<file path="config.mk">
export PLATFORM = sky130hd
export DESIGN_NAME = inline_style_tag_parser
export DESIGN_NICKNAME = d
export VERILOG_FILES = /design/src/sv/istp_pkg.sv /design/src/sv/istp_value_step.sv /design/src/sv/istp_tag_match.sv /design/src/sv/inline_style_tag_parser.sv
export SDC_FILE = /design/constraint.sdc
export NUM_CORES = 1
export LEC_CHECK = 0
export ABC_CLOCK_PERIOD_IN_PS = 11500
export BUFFER_PORTS_ARGS = -buffer_cell sky130_fd_sc_hd__buf_4
export CAP_MARGIN = 20
export CORE_ASPECT_RATIO = 1.75
export CORE_MARGIN = 10
export CORE_UTILIZATION = 55
export CTS_BUF_LIST = sky130_fd_sc_hd__clkbuf_16
export DETAILED_ROUTE_END_ITERATION = 10
export PLACE_DENSITY = 0.7
export SLEW_MARGIN = 25
export SYNTH_ARGS = -nofsm -noshare
export SYNTH_HDL_FRONTEND = slang
export SYNTH_SLANG_ARGS = --single-unit
</file>
<file path="constraint.sdc">
create_clock -name clk_i -period 11.5 [get_ports clk_i]
set_clock_uncertainty 0.15 [all_clocks]
set_input_delay 3.45 -clock clk_i [delete_from_list [all_inputs] [get_ports clk_i]]
set_output_delay 3.45 -clock clk_i [all_outputs]
set_load 0.01 [all_outputs]
</file>
<file path="src/sv/istp_pkg.sv">
// Shared types, character codes and sizes for the inline style tag parser.
package istp_pkg;

  // Sizes of the tag buffers and the override stacks.
  localparam int unsigned StackDepth  = 4;
  localparam int unsigned NameBuffer  = 16;
  localparam int unsigned ValueBuffer = 32;

  localparam int unsigned StackCntW = $clog2(StackDepth + 1);
  localparam int unsigned StackIdxW = (StackDepth > 1) ? $clog2(StackDepth) : 1;
  localparam int unsigned NameLenW  = $clog2(NameBuffer);
  localparam int unsigned ValueLenW = $clog2(ValueBuffer);
  localparam int unsigned NameMax   = NameBuffer - 1;
  localparam int unsigned ValueMax  = ValueBuffer - 1;

  // Only the first bytes of a name can take part in a match: the longest
  // known tag name has five characters.
  localparam int unsigned NameKeep  = 5;
  localparam int unsigned NameKeepW = $clog2(NameKeep);

  // Code points with a meaning to the tag scanner.
  localparam logic [20:0] CpNul   = 21'h00;
  localparam logic [20:0] CpSpace = 21'h20;
  localparam logic [20:0] CpSlash = 21'h2F;
  localparam logic [20:0] CpLt    = 21'h3C;
  localparam logic [20:0] CpEq    = 21'h3D;
  localparam logic [20:0] CpGt    = 21'h3E;

  // Known tag names, first character in the top byte, padded with zeros.
  localparam logic [NameKeep*8-1:0] WordFont  = {"font", 8'h00};
  localparam logic [NameKeep*8-1:0] WordColor = "color";
  localparam logic [NameKeep*8-1:0] WordB     = {"b", 32'h0};
  localparam logic [NameKeep*8-1:0] WordI     = {"i", 32'h0};
  localparam logic [NameKeep*8-1:0] WordU     = {"u", 32'h0};
  localparam logic [NameKeep*8-1:0] WordS     = {"s", 32'h0};
  localparam logic [NameKeep*8-1:0] WordDel   = {"del", 16'h0};

  // Phases of the base-16 value conversion.
  localparam logic [2:0] PhLead   = 3'd0;
  localparam logic [2:0] PhSigned = 3'd1;
  localparam logic [2:0] PhZero   = 3'd2;
  localparam logic [2:0] PhDigits = 3'd3;
  localparam logic [2:0] PhDone   = 3'd4;

  typedef enum logic [2:0] {
    TagNone,
    TagFont,
    TagColor,
    TagBold,
    TagItalic,
    TagUnder,
    TagStrike
  } tag_kind_e;

  typedef logic [NameKeep-1:0][7:0] name_keep_t;

  typedef struct packed {
    name_keep_t          bytes;
    logic [NameLenW-1:0] len;
    logic                non_ascii;
  } name_st_t;

  typedef struct packed {
    logic [63:0] acc;
    logic [2:0]  phase;
    logic        neg;
    logic        sat;
  } val_st_t;

  typedef struct packed {
    logic [20:0] code_point;
    logic        start_of_text;
  } in_t;

  typedef struct packed {
    logic        is_markup;
    logic        tag_edge;
    logic [3:0]  style_bits;
    logic [63:0] font_value;
    logic [63:0] color_value;
    logic        stack_overflow;
  } out_t;

endpackage

</file>
<file path="src/sv/istp_value_step.sv">
// One byte step of the base-16 value conversion of a tag value.
module istp_value_step (
  input  istp_pkg::val_st_t cur_i,
  input  logic [7:0]        data_byte_i,
  output istp_pkg::val_st_t nxt_o
);
  import istp_pkg::*;

  logic       hex_ok;
  logic [3:0] hex_val;
  logic       is_ws;
  logic       do_signed;
  logic       do_digits;
  val_st_t    nxt;

  always_comb begin
    hex_ok  = 1'b1;
    hex_val = 4'h0;
    if (data_byte_i >= "0" && data_byte_i <= "9") begin
      hex_val = 4'(data_byte_i - 8'h30);
    end else if (data_byte_i >= "a" && data_byte_i <= "f") begin
      hex_val = 4'(data_byte_i - 8'h57);
    end else if (data_byte_i >= "A" && data_byte_i <= "F") begin
      hex_val = 4'(data_byte_i - 8'h37);
    end else begin
      hex_ok = 1'b0;
    end
  end

  assign is_ws = (data_byte_i >= 8'h09) && (data_byte_i <= 8'h0D);

  always_comb begin
    nxt       = cur_i;
    do_signed = 1'b0;
    do_digits = 1'b0;
    unique case (cur_i.phase)
      PhLead: begin
        if (data_byte_i == "+") begin
          nxt.phase = PhSigned;
        end else if (data_byte_i == "-") begin
          nxt.neg   = 1'b1;
          nxt.phase = PhSigned;
        end else if (!is_ws) begin
          do_signed = 1'b1;
        end
      end
      PhSigned: begin
        do_signed = 1'b1;
      end
      PhZero: begin
        if (data_byte_i == "x" || data_byte_i == "X") begin
          nxt.phase = PhDigits;
        end else begin
          do_digits = 1'b1;
        end
      end
      PhDigits: begin
        do_digits = 1'b1;
      end
      default: begin
      end
    endcase

    // A leading zero only moves to the prefix check; it adds nothing yet.
    if (do_signed) begin
      if (data_byte_i == "0") begin
        nxt.phase = PhZero;
      end else if (hex_ok) begin
        do_digits = 1'b1;
      end else begin
        nxt.phase = PhDone;
      end
    end

    if (do_digits) begin
      if (hex_ok) begin
        nxt.phase = PhDigits;
        if (!cur_i.sat) begin
          if (cur_i.acc[63:60] != 4'h0) begin
            nxt.sat = 1'b1;
          end else begin
            nxt.acc = {cur_i.acc[59:0], hex_val};
          end
        end
      end else begin
        nxt.phase = PhDone;
      end
    end
  end

  assign nxt_o = nxt;

endmodule

</file>
<file path="src/sv/istp_tag_match.sv">
// Case-insensitive match of a collected tag name against the known tags.
module istp_tag_match (
  input  istp_pkg::name_st_t  name_i,
  output istp_pkg::tag_kind_e kind_o
);
  import istp_pkg::*;

  // Stored bytes are already lower case.
  function automatic logic name_is(name_st_t n, logic [NameKeep*8-1:0] word,
                                   int unsigned wlen);
    logic eq;
    eq = !n.non_ascii && (int'(n.len) == int'(wlen));
    for (int unsigned k = 0; k < NameKeep; k++) begin
      if (k < wlen && n.bytes[k] != word[(NameKeep-1-k)*8 +: 8]) begin
        eq = 1'b0;
      end
    end
    return eq;
  endfunction

  always_comb begin
    priority if (name_is(name_i, WordFont, 4)) begin
      kind_o = TagFont;
    end else if (name_is(name_i, WordColor, 5)) begin
      kind_o = TagColor;
    end else if (name_is(name_i, WordB, 1)) begin
      kind_o = TagBold;
    end else if (name_is(name_i, WordI, 1)) begin
      kind_o = TagItalic;
    end else if (name_is(name_i, WordU, 1)) begin
      kind_o = TagUnder;
    end else if (name_is(name_i, WordS, 1) || name_is(name_i, WordDel, 3)) begin
      kind_o = TagStrike;
    end else begin
      kind_o = TagNone;
    end
  end

endmodule

</file>
<file path="src/sv/inline_style_tag_parser.sv">
// Top level of the inline style tag parser: scanner, tag state, stacks and result register.
//
//   Channel | Direction | Signals                          | Transfer when
//   --------+-----------+----------------------------------+-------------------------
//   in      | input     | in_valid_i, in_stall_o, in_data_i | in_valid_i && !in_stall_o
//   out     | output    | out_valid_o, out_stall_i, out_data_o | out_valid_o && !out_stall_i
//
// The tag state, the stacks and the result register all load at the edge that
// takes the input transfer, and the result is offered in the next cycle. A new
// code point can be taken every cycle. The input stalls only while a result is
// held and the output side stalls. Reset clears the tag scanner, the stack
// depths, the style bits and the result valid; stack contents and name bytes
// are never cleared.
module inline_style_tag_parser (
  input  logic            clk_i,
  input  logic            rst_ni,
  input  logic            in_valid_i,
  output logic            in_stall_o,
  input  istp_pkg::in_t   in_data_i,
  output logic            out_valid_o,
  input  logic            out_stall_i,
  output istp_pkg::out_t  out_data_o
);
  import istp_pkg::*;

  // Handshake. The result register is free when it is empty or being drained.
  logic in_xfer;
  logic out_valid_q;
  out_t out_q;
  out_t out_d;

  assign in_stall_o  = out_valid_q & out_stall_i;
  assign in_xfer     = in_valid_i & ~in_stall_o;
  assign out_valid_o = out_valid_q;
  assign out_data_o  = out_q;

  // Tag scanner state.
  logic                 open_q, open_d, open_c;
  logic                 closing_q, closing_d, closing_c;
  logic                 coll_q, coll_d, coll_c;
  logic [NameLenW-1:0]  nlen_q, nlen_d, nlen_c;
  logic                 nna_q, nna_d, nna_c;
  name_keep_t           name_bytes_q;
  val_st_t              val_q, val_d, val_c, val_step;
  logic [ValueLenW-1:0] vlen_q, vlen_d, vlen_c;

  // Stacks and style.
  logic [63:0]          font_q [StackDepth];
  logic [63:0]          color_q [StackDepth];
  logic [StackCntW-1:0] fdep_q, fdep_d, fdep_c;
  logic [StackCntW-1:0] cdep_q, cdep_d, cdep_c;
  logic [3:0]           style_q, style_d, style_c;

  // Per-character decode.
  logic [20:0]          cp;
  logic                 sot;
  logic                 is_ascii;
  logic [2:0]           utf_len;
  logic [7:0]           lc_byte;
  logic [7:0]           feed_byte;
  logic                 edge_flag;
  logic                 apply;
  logic                 overflow;
  logic                 name_we;
  logic [NameLenW:0]    nlen_sum;
  logic [ValueLenW:0]   vlen_sum;
  logic [63:0]          parsed;
  name_st_t             name_cur;
  tag_kind_e            kind;
  logic                 font_push, color_push;
  logic [StackCntW-1:0] fdep_m1, cdep_m1;
  logic [63:0]          font_top, color_top;

  assign cp  = in_data_i.code_point;
  assign sot = in_data_i.start_of_text;

  // Start of text wipes the scanner, depths and style before this character.
  assign open_c    = open_q & ~sot;
  assign closing_c = closing_q & ~sot;
  assign coll_c    = coll_q & ~sot;
  assign nlen_c    = sot ? '0 : nlen_q;
  assign nna_c     = nna_q & ~sot;
  assign val_c     = sot ? val_st_t'{acc: '0, phase: PhLead, neg: 1'b0, sat: 1'b0} : val_q;
  assign vlen_c    = sot ? '0 : vlen_q;
  assign fdep_c    = sot ? '0 : fdep_q;
  assign cdep_c    = sot ? '0 : cdep_q;
  assign style_c   = sot ? '0 : style_q;

  // UTF-8 byte count of a non-zero code point, and its lead byte class.
  assign is_ascii = (cp < 21'h80);
  always_comb begin
    if (is_ascii) begin
      utf_len = 3'd1;
    end else if (cp < 21'h800) begin
      utf_len = 3'd2;
    end else if (cp < 21'h10000) begin
      utf_len = 3'd3;
    end else begin
      utf_len = 3'd4;
    end
  end

  assign lc_byte = (cp[7:0] >= "A" && cp[7:0] <= "Z") ? (cp[7:0] | 8'h20) : cp[7:0];

  // Any lead byte at or above 0x80 ends the number, so one marker byte
  // stands in for the whole multi-byte sequence.
  assign feed_byte = is_ascii ? cp[7:0] : 8'h80;

  istp_value_step u_value (
    .cur_i       (val_c),
    .data_byte_i (feed_byte),
    .nxt_o       (val_step)
  );

  assign name_cur = '{bytes: name_bytes_q, len: nlen_c, non_ascii: nna_c};

  istp_tag_match u_match (
    .name_i (name_cur),
    .kind_o (kind)
  );

  assign nlen_sum = {1'b0, nlen_c} + (NameLenW + 1)'(utf_len);
  assign vlen_sum = {1'b0, vlen_c} + (ValueLenW + 1)'(utf_len);

  assign parsed = val_c.sat ? '1 : (val_c.neg ? (64'd0 - val_c.acc) : val_c.acc);

  // Scanner next state.
  always_comb begin
    open_d    = open_c;
    closing_d = closing_c;
    coll_d    = coll_c;
    nlen_d    = nlen_c;
    nna_d     = nna_c;
    val_d     = val_c;
    vlen_d    = vlen_c;
    edge_flag = 1'b0;
    apply     = 1'b0;
    name_we   = 1'b0;
    if (!open_c) begin
      if (cp == CpLt) begin
        open_d    = 1'b1;
        closing_d = 1'b0;
        coll_d    = 1'b1;
        nlen_d    = '0;
        nna_d     = 1'b0;
        val_d     = '{acc: '0, phase: PhLead, neg: 1'b0, sat: 1'b0};
        vlen_d    = '0;
        edge_flag = 1'b1;
      end
    end else if (cp == CpSlash) begin
      closing_d = 1'b1;
    end else if (cp == CpGt) begin
      open_d    = 1'b0;
      edge_flag = 1'b1;
      apply     = 1'b1;
    end else if (cp == CpEq && coll_c) begin
      coll_d = 1'b0;
    end else if (cp != CpSpace && cp != CpNul) begin
      if (coll_c) begin
        if (int'(nlen_c) < NameMax) begin
          name_we = is_ascii && (int'(nlen_c) < NameKeep);
          nna_d   = nna_c | ~is_ascii;
          nlen_d  = (int'(nlen_sum) > NameMax) ? NameLenW'(NameMax)
                                               : nlen_sum[NameLenW-1:0];
        end
      end else if (int'(vlen_c) < ValueMax) begin
        val_d  = val_step;
        vlen_d = (int'(vlen_sum) > ValueMax) ? ValueLenW'(ValueMax)
                                             : vlen_sum[ValueLenW-1:0];
      end
    end
  end

  // Applying a tag on its closing '>'.
  always_comb begin
    fdep_d     = fdep_c;
    cdep_d     = cdep_c;
    style_d    = style_c;
    overflow   = 1'b0;
    font_push  = 1'b0;
    color_push = 1'b0;
    if (apply) begin
      unique case (kind)
        TagFont: begin
          if (closing_c) begin
            if (fdep_c != '0) begin
              fdep_d = fdep_c - StackCntW'(1);
            end
          end else if (fdep_c >= StackCntW'(StackDepth)) begin
            overflow = 1'b1;
          end else begin
            font_push = 1'b1;
            fdep_d    = fdep_c + StackCntW'(1);
          end
        end
        TagColor: begin
          if (closing_c) begin
            if (cdep_c != '0) begin
              cdep_d = cdep_c - StackCntW'(1);
            end
          end else if (cdep_c >= StackCntW'(StackDepth)) begin
            overflow = 1'b1;
          end else begin
            color_push = 1'b1;
            cdep_d     = cdep_c + StackCntW'(1);
          end
        end
        TagBold: begin
          style_d[0] = ~closing_c;
        end
        TagItalic: begin
          style_d[1] = ~closing_c;
        end
        TagUnder: begin
          style_d[2] = ~closing_c;
        end
        TagStrike: begin
          style_d[3] = ~closing_c;
        end
        default: begin
        end
      endcase
    end
  end

  // Top of each stack after this character. A push shows the pushed value.
  assign fdep_m1 = fdep_d - StackCntW'(1);
  assign cdep_m1 = cdep_d - StackCntW'(1);

  always_comb begin
    if (fdep_d == '0) begin
      font_top = '0;
    end else if (font_push) begin
      font_top = parsed;
    end else begin
      font_top = font_q[StackIdxW'(fdep_m1)];
    end
    if (cdep_d == '0) begin
      color_top = '0;
    end else if (color_push) begin
      color_top = parsed;
    end else begin
      color_top = color_q[StackIdxW'(cdep_m1)];
    end
  end

  always_comb begin
    out_d.is_markup      = edge_flag | open_d;
    out_d.tag_edge       = edge_flag;
    out_d.style_bits     = style_d;
    out_d.font_value     = font_top;
    out_d.color_value    = color_top;
    out_d.stack_overflow = overflow;
  end

  // Control state.
  always_ff @(posedge clk_i or negedge rst_ni) begin
    if (!rst_ni) begin
      open_q      <= 1'b0;
      closing_q   <= 1'b0;
      coll_q      <= 1'b0;
      nlen_q      <= '0;
      nna_q       <= 1'b0;
      val_q       <= '{acc: '0, phase: PhLead, neg: 1'b0, sat: 1'b0};
      vlen_q      <= '0;
      fdep_q      <= '0;
      cdep_q      <= '0;
      style_q     <= '0;
      out_valid_q <= 1'b0;
    end else begin
      if (in_xfer) begin
        open_q      <= open_d;
        closing_q   <= closing_d;
        coll_q      <= coll_d;
        nlen_q      <= nlen_d;
        nna_q       <= nna_d;
        val_q       <= val_d;
        vlen_q      <= vlen_d;
        fdep_q      <= fdep_d;
        cdep_q      <= cdep_d;
        style_q     <= style_d;
        out_valid_q <= 1'b1;
      end else if (!out_stall_i) begin
        out_valid_q <= 1'b0;
      end
    end
  end

  // Payload storage: name bytes, stack entries and the result.
  always_ff @(posedge clk_i) begin
    if (in_xfer) begin
      out_q <= out_d;
      if (name_we) begin
        name_bytes_q[NameKeepW'(nlen_c)] <= lc_byte;
      end
      if (font_push) begin
        font_q[StackIdxW'(fdep_c)] <= parsed;
      end
      if (color_push) begin
        color_q[StackIdxW'(cdep_c)] <= parsed;
      end
    end
  end

endmodule
</file>
## Yosys cells after proc, flatten, opt, wreduce, memory -nomap -nowiden

Memories as Yosys holds them, arrays and structs flattened. A register that Yosys moved wholly into a read port is not among the register bits.
Cells that the tools add are included.

| storage, ports and cells | value |
|---|---|
| flip-flop bits (word level) | 140 |
| bits in latches | 0 |
| memory bits (writable) | 512 |
| memory bits (read-only) | 0 |
| bits of input ports | 26 |
| output and inout bits | 137 |
| logic and storage cells | 317 |
| memories kept | 2 |

Memories:

| name | words | bits a word | read ports | clocked after memory_dff | wr ports | line | source |
|---|---|---|---|---|---|---|---|
| color_q | 4 | 64 | 1 | 1 | 1 | inline_style_tag_parser.sv:49 | `logic [63:0] color_q [StackDepth];` |
| font_q | 4 | 64 | 1 | 1 | 1 | inline_style_tag_parser.sv:48 | `logic [63:0] font_q [StackDepth];` |

| operators by class | value |
|---|---|
| add/subtract/negate cells | 12 |
| multiply operators | 0 |
| div/mod/pow operators | 0 |
| $lt $le $gt $ge | 22 |
| equality and inequality tests | 38 |
| shift operators | 0 |
| muxes and demuxes | 184 |
| bitwise operators | 12 |
| reduce and logical (&&, ||, !) cells | 24 |

Operators with widths:

| cell | count |
|---|---|
| $mux W69 | 9 |
| $mux W64 | 5 |
| $ne A8 B7 Y1 const B | 14 |
| $mux W1 | 107 |
| $eq A21 B6 Y1 const B | 4 |
| $mux W3 | 27 |
| $mux W67 | 1 |
| $mux W4 | 16 |
| $sub A1 B64 Y64 const A | 1 |
| $mux W5 | 10 |
| $bwmux W40 | 1 |
| $demux W8 S3 | 1 |
| $eq A8 B6 Y1 const B | 3 |
| $ge A8 B7 Y1 const B | 3 |
| $le A8 B7 Y1 const B | 3 |
| $lt A21 B12 Y1 const B | 1 |
| $lt A21 B17 Y1 const B | 1 |
| $lt A21 B8 Y1 const B | 1 |
| $ne A21 B6 Y1 const B | 1 |
| $reduce_bool A21 Y1 | 1 |
| $eq A8 B7 Y1 const B | 2 |
| $mux W8 | 2 |
| $logic_and A1 B1 Y1 | 13 |
| $eq A3 B2 Y1 const B | 4 |
| 37 further kinds | 61 |

## Longest topological paths before layout

| logic depth | value |
|---|---|
| depth after elaboration | 37 |
| depth in mapped cells | 20 |
| gate-level depth less buffers | 15 |

## By module

From an unflattened synthesis, not the netlist that was laid out.

| unflattened totals | value |
|---|---|
| cells, all modules | 3347 |
| area, all modules | 37355.8 um^2 |

By module, submodules not included:

| module | times used | cells each | area an instance (um^2) | sequential area each (um^2) |
|---|---|---|---|---|
| inline_style_tag_parser | 1 | 3167 | 35840.6 | 22957.0 |
| istp_value_step | 1 | 136 | 1194.9 | 0.0 |
| istp_tag_match | 1 | 44 | 320.3 | 0.0 |

## Worst setup path after synthesis

No wires, ideal clock.

| timing | value |
|---|---|
| path kind | input-to-reg |
| from | input port in_data_i[18] in the netlist's numbering |
| to | memory font_q[0][0] (enable) |
| arrival | 8.212 ns |
| path slack | 2.652 ns |
| stages on the path | 7 |
| path buffers | 1 |
| cell sequence | or4_4 -> or4_1 -> buf_2 -> nor3_4 -> nand3_1 -> or3_4 -> nor2_1 |

| on the way | value |
|---|---|
| word-level cells in the longest chain between the ends | 8 |

Ends and longest elaborated chain:

| element | line | source |
|---|---|---|
| start: declaration | inline_style_tag_parser.sv:19 | `input istp_pkg::in_t in_data_i,` |
| $eq A21 B6 Y1 | inline_style_tag_parser.sv:152 | `end else if (cp == CpGt) begin` |
| $mux W1 | inline_style_tag_parser.sv:152 |  |
| $mux W1 * | inline_style_tag_parser.sv:150 | `end else if (cp == CpSlash) begin` |
| $mux W1 * | inline_style_tag_parser.sv:139 | `if (!open_c) begin` |
| $mux W1 * | inline_style_tag_parser.sv:182 | `if (apply) begin` |
| $mux W1 * | inline_style_tag_parser.sv:296 | `if (font_push) begin` |
| $mux W1 * | inline_style_tag_parser.sv:291 | `if (in_xfer) begin` |
| $mux W1 (not written as such) * | inline_style_tag_parser.sv:297 | `font_q[StackIdxW'(fdep_c)] <= parsed;` |
| end: declaration | inline_style_tag_parser.sv:48 |  |

Mark *: on every way between the ends. The rest lies on a longest branch, timed or not.

## Worst setup path in the final report

| timing | value |
|---|---|
| from | input port in_data_i[18] in the netlist's numbering |
| to | register val_q[64] in the netlist's numbering |

| on the way | value |
|---|---|
| word-level cells in the longest chain between the ends | 18 |

Ends and longest elaborated chain:

| element | line | source |
|---|---|---|
| $lt A21 B8 Y1 | inline_style_tag_parser.sv:90 | `assign is_ascii = (cp < 21'h80);` |
| $mux W8 | inline_style_tag_parser.sv:107 | `assign feed_byte = is_ascii ? cp[7:0] : 8'h80;` |
| $ge A8 B7 Y1 / $le A8 B7 Y1 (equally long branches) | istp_value_step.sv:23 | `end else if (data_byte_i >= "A" && data_byte_i <= "F") begin` |
| $logic_and A1 B1 Y1 | istp_value_step.sv:23 |  |
| $mux W1 | istp_value_step.sv:23 |  |
| $mux W1 | istp_value_step.sv:21 | `end else if (data_byte_i >= "a" && data_byte_i <= "f") begin` |
| $mux W1 | istp_value_step.sv:19 | `if (data_byte_i >= "0" && data_byte_i <= "9") begin` |
| $mux W1 | istp_value_step.sv:68 | `end else if (hex_ok) begin` |
| [2 not listed] | -- |  |
| $mux W67 | istp_value_step.sv:75 | `if (do_digits) begin` |
| $mux W69 | inline_style_tag_parser.sv:166 | `end else if (int'(vlen_c) < ValueMax) begin` |
| $mux W69 | inline_style_tag_parser.sv:159 | `if (coll_c) begin` |
| $mux W69 | inline_style_tag_parser.sv:158 | `end else if (cp != CpSpace && cp != CpNul) begin` |
| $mux W69 | inline_style_tag_parser.sv:156 | `end else if (cp == CpEq && coll_c) begin` |
| $mux W69 | inline_style_tag_parser.sv:152 |  |
| $mux W69 | inline_style_tag_parser.sv:150 |  |
| $mux W69 * | inline_style_tag_parser.sv:139 |  |
| end signal: assignment | inline_style_tag_parser.sv:264 | `val_q <= '{acc: '0, phase: PhLead, neg: 1'b0, sat: 1'b0};` |
| end signal: assignment | inline_style_tag_parser.sv:277 | `val_q <= val_d;` |
| end: declaration | inline_style_tag_parser.sv:44 | `val_st_t val_q, val_d, val_c, val_step;` |

Marked as above.
A chain may end at the register's enable or synchronous reset.

==> flow_metrics.env <==
export IMPL_status="completed"
export IMPL_cts_sinks=780
export IMPL_start_util_pct=55.6
export IMPL_rsz0062_at_grt="no"
export IMPL_netlist_top_cells_area="edfxtp_1, mux2i_1, dfrtp_1, nor2_1, o21ai_0"
export IMPL_synth_commonest_cells="edfxtp_1, mux2i_1, nor2_1"
export IMPL_cts_clk_slew_worst_paths_ns=0.06
export IMPL_port_buffers=162
export IMPL_tightest_slew_ns=1.07
export IMPL_synth_xor_xnor_area_share_pct=1.69
export IMPL_worst_r2r_cell_count=9
export IMPL_postCtsSetupBuffers=0
export IMPL_yosysMostFrequentCell="edfxtp_1"
export IMPL_maxSlewViolCount=0
export IMPL_grt_pass1_vias=22640
export IMPL_startpoint_type="input pin"
export IMPL_dieHeight_um=350
export IMPL_coreArea_sq_um=61400
export IMPL_synth_edff_count=687
export IMPL_critPathMaxFanout=37
export IMPL_synth_fa_ha_area_share_pct=1.03
export IMPL_syn_area_sq_um=34200
export IMPL_synth_top_family_by_area="compound AO/OA/AOI/OAI gates"
export IMPL_period_share_pct=69.9
export IMPL_first_pass_iters=7
export IMPL_grt_overflow=0
export IMPL_yosysTopAreaCellShare_pct=60.4
export IMPL_vdd_drop_max_mv=0.106
export IMPL_dpl_hpwl_um=55800
export IMPL_drt_total_wl_um=90000
export IMPL_synthArstFlopShare_pct=11.9
export IMPL_hold_violations=0
export IMPL_r2r_slack_ns=6.53
export IMPL_max_freq_mhz=124
export IMPL_setup_tns_ns=0
export IMPL_tritoncts="done"
export IMPL_drive_gt1_share_pct=13.3
export IMPL_h_tree_depth=3
export IMPL_drt_iter0_markers=1747
export IMPL_period_minus_slack_ns=8.04
export IMPL_hold_path_end="vlen_q[0]"
export IMPL_seqPwrFrac_pct=55.8
export IMPL_setup_viol=0
export IMPL_crit_type="input pin to flop"
export IMPL_reg2reg_to="out_data_o[3]"
export IMPL_gp_congestion=0.927
export IMPL_syn_inst=2468
export IMPL_wl_per_cell_um=26.2
export IMPL_synth_fp_nets=2521
export IMPL_drc=0
export IMPL_switching_share_pct=20.5
export IMPL_numCtsBuffers=69
export IMPL_worstSkewPairLatency_ns=0.62
export IMPL_pwr_share_comb_pct=3.0
export IMPL_synth_compound_area_share_pct=11.5
export IMPL_num_antenna_cells=0
export IMPL_drtAntennaViolNets=0
export IMPL_holdPathStages=2
export IMPL_synth_area_leader_cell="edfxtp_1"
export IMPL_p_sw_w=0.00113
export IMPL_ys_types=86
export IMPL_leakagePower_nw=15.2
export IMPL_timing_rr_start="open_q"
export IMPL_ios=163
export IMPL_die_w_um=208
export IMPL_end_kind="flop"
export IMPL_grt_first_pass_wirelength_um=137000
export IMPL_vias_per_cell=6.35
export IMPL_die_area_sq_um=72900
export IMPL_p_int_w=0.00440
export IMPL_dp_slack_ns=2.88
export IMPL_antenna_found_initial=0
export IMPL_relSlewSlack_pct=28.5
export IMPL_min_from="vlen_q[0]"
export IMPL_vias=21824
export IMPL_yosys_area_share_simple_pct=8.24
export IMPL_synth_ff_type="edfxtp_1"
export IMPL_root_buffer="clkbuf_16"
export IMPL_min_path_type="flop to flop"
export IMPL_synth_mux_area_share_pct=7.84
export IMPL_setup_ws_ns=3.46
export IMPL_grt_use_total_pct=24.3
export IMPL_required_ns=11.91
export IMPL_hold_buffers=0
export IMPL_seq_area_frac_synth_pct=67.2
export IMPL_grt_max_degree=130
export IMPL_power_density_nw_per_um2=144
export IMPL_maxCapViolations=0
export IMPL_fin_nets=2645
export IMPL_cts_resized_gates=0
export IMPL_crit_arrival_ns=8.45
export IMPL_clkPwrFrac_pct=41.2
export IMPL_rows=120
export IMPL_ctsLongestPathBuffers=3
export IMPL_yosys_warnings=0
export IMPL_syn_area_per_cell_sq_um=13.8
export IMPL_ys_seq_elements=780
export IMPL_syn_to_final_growth_pct=12.4
==> cell families after synthesis <==
| kind of cell | after synthesis |
|---|---|
| and+or+nand+nor | 558 |
| AOI/OAI and AO/OA | 570 |
| DFF | 780 |
| muxes | 267 |
| buffers and inverters | 200 |
| adders and majority gates | 27 |
| xor gates and xnor gates | 66 |
==> layer usage <==
metal | global-route usage, % | wire length, um | up-vias
met4 | 9.94 | 3090 | 0
met5 | 0 | 0 | -
met1 | 28.6 | 34100 | 11066
met3 | 3.37 | 5060 | 178
li1 | - | - | 9741
met2 | 43.8 | 47700 | 839
==> power groups by stage <==
stage	Clock, W	Sequential, W	Combinational [W]
detailed placement	0	0.00314	0.000166
global placement	0	0.00314	0.000164
finish	0.00228	0.00308	0.000166
CTS	0.00231	0.00308	0.000166
floorplan	0	0.00315	0.0000671
global route	0.00241	0.00308	0.000178
==> metrics by stage <==
step                cell area [sq um]  hold slack [ns]  cells  power [W]  utilization [%]
finish                          38400            0.322   3437    0.00553             62.5
global route                    38400            0.346   3437    0.00567             62.5
CTS                             38300            0.327   3434    0.00556             62.4
detailed placement              36100            0.313   3311    0.00331             58.8
global placement                36100            0.305   3309    0.00331             58.7
floorplan                       34200            0.292   2468    0.00322                -
==> area by class of cell <==
cell class | instances | area, sq um
clock buffers | 72 | 1800
clock inverters | 51 | 398
fillers | 4586 | 23000
inverters | 52 | 200
multi-input cells | 1488 | 10400
flip-flops and latches | 780 | 23000
well taps | 793 | 992
repair buffers | 201 | 1630
==> flip-flops by register name, summed over array words and instances (netlist names), 3 cells and up <==
name / flops
color_q: 256
fdep_q: 3
val_q: 69
vlen_q: 5
nlen_q: 4
name_bytes_q: 40
out_data_o: 135
style_q: 4
cdep_q: 3
font_q: 256
==> critical path, stage by stage <==
cell      delay (ns)
buf_4           0.11
or4_4           0.54
or4_1           0.82
nor2_1          0.44
nand2_1         0.19
ha_1            0.28
nand2b_1        0.15
a21oi_1         0.20
nor4_1          0.09
o21a_1          0.33
or4_1           0.73
nor2_4          0.76
and3_1          0.26
a21o_1          0.08
==> placed cells by master, fill, tap and decap left out, drive strengths merged, types with 26 or more instances in the layout <==
master     n
clkbuf    72
nor2     203
a2bb2oi   28
nand2    126
mux2i    262
o22ai     27
a21o      34
inv       70
a21oi    109
edfxtp   687
nor4      37
a22o      44
clkinv    26
dfrtp     93
xnor2     27
a211o     56
xor2      39
o31ai     29
buf      201
o21ai    141
nor3      32
==> how the worst max path moves through the flow <==
stage                     slack [ns]           end  cells past startpoint          start
after floorplan                 2.65  font_q[0][0]                      7  in_data_i[18]
after global placement          2.97     val_q[64]                     14  in_data_i[18]
after detailed placement        2.88     val_q[64]                     14  in_data_i[18]
after CTS                       3.53     val_q[64]                     14  in_data_i[18]
after global routing            3.15     val_q[64]                     14  in_data_i[18]
final                           3.46     val_q[64]                     14  in_data_i[18]
Power figures use the tool's default switching activity.
